$ cat src/hw/rtl/assert_macros.svh
// Assertion macros shared by the cache RTL.
// Each macro samples on clk_i and is disabled while rst_ni is low.
`ifndef ASSERT_MACROS_SVH
`define ASSERT_MACROS_SVH

// Plain property, checked every cycle outside reset
`define DMC_ASSERT(lbl, prop, msg) \
  lbl: assert property (@(posedge clk_i) disable iff (!rst_ni) (prop)) else $error(msg);

// Overlapping implication, checked every cycle outside reset
`define DMC_ASSERT_IMP(lbl, ante, cons, msg) \
  lbl: assert property (@(posedge clk_i) disable iff (!rst_ni) (ante) |-> (cons)) \
    else $error(msg);

`endif

$ cat src/hw/rtl/dmc_pkg.sv
// Shared types and constants of the direct-mapped cache.
// No dependencies; imported by every module of the block.
`default_nettype none

package dmc_pkg;

  // Fixed field widths
  localparam int unsigned ADDR_W    = 12;
  localparam int unsigned DATA_W    = 8;
  localparam int unsigned CFG_W     = 8;
  localparam int unsigned CFG_IDX_W = 2;
  localparam int unsigned MISS_W    = 16;
  localparam int unsigned TIME_W    = 24;
  localparam int unsigned TAG_RST_W = 8;

  // Reset values of the cache arrays and registers
  localparam logic [TAG_RST_W-1:0] TAG_RESET    = 8'hFF;
  localparam logic [DATA_W-1:0]    DATA_RESET   = 8'h23;
  localparam logic [CFG_W-1:0]     PENALTY_RST  = 8'd20;
  localparam logic [CFG_W-1:0]     ACC_TIME_RST = 8'd1;

  // Register indexes of the configuration port
  localparam logic [CFG_IDX_W-1:0] REG_MISS_PENALTY = 2'd0;
  localparam logic [CFG_IDX_W-1:0] REG_ACCESS_TIME  = 2'd1;

  // Function code of the input channel
  localparam logic FUNC_ACCESS = 1'b1;

  // Request queue between front and back
  localparam int unsigned QDEPTH = 2;
  localparam int unsigned QPTR_W = 1;
  localparam int unsigned QCNT_W = 2;

  typedef enum logic {
    OP_LOAD   = 1'b0,
    OP_ACCESS = 1'b1
  } op_e;

  typedef struct packed {
    op_e               op;
    logic [ADDR_W-1:0] addr;
    logic [DATA_W-1:0] wdata;
  } item_t;

  typedef struct packed {
    logic  valid;
    item_t item;
  } head_t;

  typedef struct packed {
    logic [CFG_W-1:0] miss_penalty;
    logic [CFG_W-1:0] access_time;
  } cfg_t;

  typedef enum logic [2:0] {
    ST_IDLE,
    ST_LOOKUP,
    ST_FILL,
    ST_REQ,
    ST_READ
  } back_st_e;

endpackage

`default_nettype wire

$ cat src/hw/rtl/dmc_front.sv
// Front part of the cache: accepts requests, classifies them and queues them.
// Depends on dmc_pkg.
`default_nettype none

module dmc_front (
  input  logic                        clk_i,
  input  logic                        rst_ni,
  input  logic                        in_valid_i,
  output logic                        in_ready_o,
  input  logic                        func_i,
  input  logic [dmc_pkg::ADDR_W-1:0]  addr_i,
  input  logic [dmc_pkg::DATA_W-1:0]  wdata_i,
  input  logic                        pop_i,
  output dmc_pkg::head_t              head_o
);
  import dmc_pkg::*;

  item_t             q_mem_q [QDEPTH];
  logic [QPTR_W-1:0] wr_ptr_q, wr_ptr_d;
  logic [QPTR_W-1:0] rd_ptr_q, rd_ptr_d;
  logic [QCNT_W-1:0] cnt_q, cnt_d;
  logic              push;
  item_t             item_in;

  // Classify the incoming request
  always_comb begin
    item_in.op    = (func_i == FUNC_ACCESS) ? OP_ACCESS : OP_LOAD;
    item_in.addr  = addr_i;
    item_in.wdata = wdata_i;
  end

  assign in_ready_o = (cnt_q != QCNT_W'(QDEPTH));
  assign push       = in_valid_i && in_ready_o;

  // Advance pointers and fill level
  always_comb begin
    wr_ptr_d = push  ? wr_ptr_q + QPTR_W'(1) : wr_ptr_q;
    rd_ptr_d = pop_i ? rd_ptr_q + QPTR_W'(1) : rd_ptr_q;
    cnt_d    = cnt_q;
    if (push && !pop_i) begin
      cnt_d = cnt_q + QCNT_W'(1);
    end else if (!push && pop_i) begin
      cnt_d = cnt_q - QCNT_W'(1);
    end
  end

  always_ff @(posedge clk_i or negedge rst_ni) begin
    if (!rst_ni) begin
      wr_ptr_q <= '0;
      rd_ptr_q <= '0;
      cnt_q    <= '0;
    end else begin
      wr_ptr_q <= wr_ptr_d;
      rd_ptr_q <= rd_ptr_d;
      cnt_q    <= cnt_d;
    end
  end

  // Hold queued requests
  always_ff @(posedge clk_i) begin
    if (push) begin
      q_mem_q[wr_ptr_q] <= item_in;
    end
  end

  assign head_o.valid = (cnt_q != '0);
  assign head_o.item  = q_mem_q[rd_ptr_q];

endmodule

`default_nettype wire

$ cat config.mk
export PLATFORM = sky130hd
export DESIGN_NAME = dmc_front
export DESIGN_NICKNAME = d
export VERILOG_FILES = /design/src/hw/rtl/assert_macros.svh /design/src/hw/rtl/dmc_pkg.sv /design/src/hw/rtl/dmc_front.sv
export SDC_FILE = /design/constraint.sdc
export NUM_CORES = 1
export LEC_CHECK = 0
export ABC_AREA = 0
export CAP_MARGIN = 20
export CORE_ASPECT_RATIO = 0.9
export CORE_UTILIZATION = 45
export CTS_BUF_LIST = sky130_fd_sc_hd__clkbuf_2
export CTS_CLUSTER_DIAMETER = 120
export DETAILED_ROUTE_END_ITERATION = 16
export DONT_BUFFER_PORTS = 1
export PLACE_DENSITY = 0.57
export SYNTH_ARGS = -nofsm -noshare
export SYNTH_HDL_FRONTEND = slang
export SYNTH_SLANG_ARGS = --single-unit
$ cat constraint.sdc
create_clock -name clk_i -period 2.45 [get_ports clk_i]
set_input_delay 0.3675 -clock clk_i [delete_from_list [all_inputs] [get_ports clk_i]]
set_output_delay 0.3675 -clock clk_i [all_outputs]
set_load 0.01 [all_outputs]
==> metrics, run 1 <==
Final Hold Fails 0; worst min path class in2reg; fill count 283; worst-margin pin slew 0.384 ns; CP startpoint rd_ptr_q$_DFFE_PN0P_; max-cap violation count 0; register area 0.00136 sq mm; Die ar. 0.00408 sq mm; commonest non-fill, non-tap cell in the layout edfxtp_1; Chip Height 60.7 microns; core box area 0.00350 sq mm; CTS H-tree lvls 2; Clock Path Buffers 2; Tmin final 2.06 ns; ant diodes 0; setup TNS 0 ns; DP Wirelength 1600 microns; final wirelength 2480 microns; Iter 0 DRT Violations 24; slowest stage delay, CP 0.62 ns; post-synthesis cell type count 13; critical path type reg2out; Worst EP required 2.08 ns; Post-CTS Setup Bufs 0; area of the multi-input gates 333 sq um; FF-to-FF Start cnt_q[0]$_DFFE_PN0P_; Port Buffer Count 0; ranking of synthesized cells by area edfxtp_1, mux2_2, dfrtp_1; final core utilization 58.5%; pre-CTS WS 0.802 ns; Worst Setup End Kind primary output; RSZ-0062 raised after global routing false; VDD IR max 0.549 mV; worst path arrival time 1.70 ns; max_slew headroom 74.4%; vias in the first global route 786; DRT Pass-1 Iters 4; Root Buffer clkbuf_2; static leakage 0.000718 uW; crit path buf inv count 1; DR vias 786; synthesized area per cell 20.7 sq um; Initial Util 49.1%; P&R area growth vs syn 19.1%; cell taking the most area after synthesis edfxtp_1; first-pass GRT wire length 3730 microns; IO Pins 48; fin nets 140; Slowest-stage cell, CP dfrtp_1; die width 67.2 microns; CTS tree done; post-synth net total 109; Synth Register Bits 46; final antenna-violating net count 0; Mapped Cells 83; fin crit share 84.3%; Startpoint Class flip-flop; clock sinks 46; fmax 0.484 GHz; total CTS buffers 5; num rows 20; Reg clk slew, reported paths 0.20 ns; Power per Cell Area 1000 mW/mm^2; status finished, final reports clean; DRC viols 0; synthesized area 0.00172 sq mm; Yosys warnings 0; routability cong. 0.595; worst setup margin 0.385 ns; share of layout cells above drive strength 1 29.6%; crit-path leading delay family flip-flops; routed vias/inst 4.94; Final Max Slew Viols 0; DR WL/cell 15.6 microns; hold_sp in_valid_i; total track usage 13.8%; largest net degree at the start of global routing 22; most frequent cells in the layout edfxtp_1, dlygate4sd3_1, mux2_2; Power Total 2060 uW; clock skew 0.0151 ns; post-synth top area share 73.3%; DP Cell Count 128; sequential fraction of the synthesis area 79.1%; crit path cell chain buf_4 > mux2_2; initial antenna violation count 0; CP max FO 13; Layout Cells excl Fill 159; Congestion Overflow GR 0; Clock Latency Late Sink 0.39 ns; Final Setup Violations 0
-- routing by layer --
layer / vias to the layer above / track usage [%] / share of wire, %
met4: 0 / 6.38 / 0.77
met3: 2 / 9.40 / 8.4
li1: 374 / - / -
met5: - / 0 / 0
met2: 33 / 21.4 / 50
met1: 377 / 14.4 / 41
-- area by class of cell --
type	count	area share [%]
Sequential cell	46	66.4
Multi-Input combinational cell	33	16.2
Clock inverter	3	0.793
Clock buffer	5	1.22
Tap cell	44	2.68
Inverter	2	0.366
Timing Repair Buffer	26	12.3
-- logic make-up (layout without fill, tap and decap cells) --
family / Yosys count / count (layout) / share of synthesized area [%]
mux: 21 / 21 / 13.7
fa+ha+maj: 1 / 1 / 0.727
buf+inv: 4 / 36 / 1.74
xor+xnor: 5 / 5 / 2.54
simple gates: 6 / 6 / 2.18
flops: 46 / 46 / 79.1
-- path summary, 6_finish.rpt --
check | depth (start not counted) | slack, ns | end
worst max-delay path | 2 | 0.39 | head_o[15]
worst min-delay path | 2 | 0.18 | wr_ptr_q$_DFFE_PN0N_
worst max register to register | 7 | 0.96 | cnt_q[1]$_DFFE_PN0P_
worst min register to register | 1 | 0.53 | wr_ptr_q$_DFFE_PN0N_
max in group asynchronous | 1 | 2.05 | wr_ptr_q$_DFFE_PN0N_
min in group asynchronous | 1 | 0.22 | rd_ptr_q$_DFFE_PN0P_
-- stage by stage --
step / instance area, sq um / hold WS, ns
6_report: 2050 / 0.184
5_1_grt: 2050 / 0.151
4_1_cts: 1840 / 0.0245
3_5_place_dp: 1780 / 0.0720
3_3_place_gp: 1780 / 0.0720
2_1_floorplan: 1720 / 0.0719
-- power breakdown --
part           internal (uW)  total, uW  leakage, uW  switching [uW]
Combinational            280        609     0.000255             328
Clock                   65.2        284    0.0000264             219
Sequential              1080       1170     0.000437            90.9
-- registers in the layout, summed over array words and instances, names as in the netlist --
| signal | count |
|---|---|
| q_mem_q | 42 |
| cnt_q | 2 |
| wr_ptr_q | 1 |
| rd_ptr_q | 1 |
-- worst register-to-register path, stage by stage (launching register included) --
cell and delay, ns:
dfrtp_1 0.47, nand2b_4 0.18, nand2_1 0.13, inv_1 0.06, ha_1 0.19, xor2_1 0.14
nor2_1 0.11, xor2_1 0.15
-- synthesized netlist by cell type --
library cell  count
or2_2             1
edfxtp_1         42
nor2_1            2
nand2b_4          1
xnor2_1           2
mux2_2           21
nand2_1           1
dfrtp_1           4
ha_1              1
and3_1            1
xor2_1            3
buf_6             2
inv_1             2
-- timing repair --
item	CTS	global route
endpoints found under the hold margin	5	42
gates resized for setup	0	0
hold buffers	2	21
Power figures use the tool's default switching activity.
==> run 2: changes to the inputs <==
- PLACE_DENSITY: 0.57 -> 0.59
- clock period: 2.45 -> 1.7 ns (I/O delays scaled with it)
==> run 2 against run 1 <==
Effect of this change:
- first-iteration DRC count up 50%
- die area unchanged
- utilization up 2.0 points
- hold slack worse by 0.11 ns
- sequential share of layout area down 2.2 points
- via count up 4.6%
- register-to-register slack worse by 0.76 ns
- global-route usage up 0.68 points
- largest cell class unchanged
- highest routed layer unchanged
==> metrics, run 2 (synthesized netlist as in run 1, its figures left out) <==
Worst EP required 1.44 ns; most frequent cells in the layout edfxtp_1, dlygate4sd3_1, mux2_2; ant diodes 0; slowest stage delay, CP 0.42 ns; worst setup margin 0.0666 ns; num rows 20; pre-CTS WS 0.225 ns; status finished, final reports clean; Die ar. 0.00408 sq mm; Clock Latency Late Sink 0.41 ns; VDD IR max 0.939 mV; DRT Pass-1 Iters 4; share of layout cells above drive strength 1 31.4%; max-cap violation count 0; max FFs per register 42; Iter 0 DRT Violations 36; Power per Cell Area 1530 mW/mm^2; static leakage 0.000755 uW; Final Setup Violations 0; core box area 0.00350 sq mm; FF-to-FF Start cnt_q[0]$_DFFE_PN0P_; Initial Util 49.1%; Port Buffer Count 0; DRC viols 0; clock sinks 46; max_slew headroom 85.5%; Root Buffer clkbuf_2; die width 67.2 microns; final antenna-violating net count 0; first-pass GRT wire length 3890 microns; RSZ-0062 raised after global routing true; R2R Path End cnt_q[1]$_DFFE_PN0P_; worst min path class in2async; crit path buf inv count 1; DR WL/cell 16.2 microns; commonest non-fill, non-tap cell in the layout edfxtp_1; Top Registers q_mem_q (42), cnt_q (2); fin nets 143; initial antenna violation count 0; P&R area growth vs syn 23.1%; CP startpoint rd_ptr_q$_DFFE_PN0P_; clock skew 0.0190 ns; Reg clk slew, reported paths 0.22 ns; final wirelength 2630 microns; CTS tree done; total track usage 14.4%; largest net degree at the start of global routing 22; Slowest-stage cell, CP dfrtp_1; worst-margin pin slew 0.217 ns; Tmin final 1.63 ns; Clock Path Buffers 2; fmax 0.612 GHz; Final Max Slew Viols 0; total CTS buffers 5; CTS H-tree lvls 2; reg2reg path depth 7; crit path cell chain buf_6 > mux2_2; critical path type reg2out; vias in the first global route 856; fin crit share 96.1%; DP Wirelength 1640 microns; crit-path leading delay family flip-flops; Final Hold Fails 0; Worst Setup End Kind primary output; final core utilization 60.5%; Post-CTS Setup Bufs 0; routability cong. 0.618; routed vias/inst 5.07; Hold Slack 0.0776 ns; critical path endpoint head_o[4]; most flop-heavy register q_mem_q; Congestion Overflow GR 0; WP depth 2; worst path arrival time 1.38 ns; Chip Height 60.7 microns; DR vias 822; IO Pins 48; setup TNS 0 ns; placed cell areas 0.00181 sq mm; post-layout instance area 0.00212 sq mm; R2R setup slack 0.20 ns; CP max FO 12; Startpoint Class flip-flop
run 2: cell count changes in the layout (fill, tap and decap cells not counted), sizes merged:
| cell | previous run | this run |
|---|---|---|
| buf | 3 | 5 |
| bufinv | 0 | 1 |
| clkbuf | 5 | 7 |
| clkinv | 2 | 0 |
| clkinvlp | 1 | 0 |
| dlygate4sd3 | 23 | 24 |
run 2: stage by stage:
stage	instances	power, uW
after CTS	161	3260
final	162	3250
after floorplan	83	2420
after global routing	162	3400
after detailed placement	130	2630
after global placement	130	2600
run 2: worst min-delay path by stage:
stage          cells past startpoint                   end       start
3_3_place_gp                       0  cnt_q[1]$_DFFE_PN0P_      rst_ni
5_1_grt                            1  wr_ptr_q$_DFFE_PN0N_      rst_ni
4_1_cts                            2  wr_ptr_q$_DFFE_PN0N_  in_valid_i
2_1_floorplan                      0  cnt_q[0]$_DFFE_PN0P_      rst_ni
6_report                           1  wr_ptr_q$_DFFE_PN0N_      rst_ni
3_5_place_dp                       0  cnt_q[1]$_DFFE_PN0P_      rst_ni
run 2: where the power goes:
group	leakage, uW	switching (uW)	internal (uW)
clock network	0.0000432	331	262
logic	0.000275	536	468
registers	0.000437	101	1550
total	0.000755	967	2280
run 2: area by class of cell:
| class | instances | area [sq um] |
|---|---|---|
| clock buffer | 7 | 35.0 |
| sequential | 46 | 1360 |
| clock inverter | 1 | 30.0 |
| timing repair buffer | 29 | 298 |
| tap | 44 | 55.1 |
| multi-input combinational | 33 | 333 |
| fill | 284 | 1380 |
| inverter | 2 | 7.51 |
run 2: routing by layer:
metal	part of all wire [%]	global-route usage, %
met1	37	14.5
met2	55	25.3
met3	5.8	4.51
met4	2.6	10.9
met5	0	0
run 2: what timing repair did:
item	in CTS	in global routing
gates resized for setup	0	2
hold endpoints to repair	47	1
hold buffers	23	1
endpoints found under the setup margin	0	21
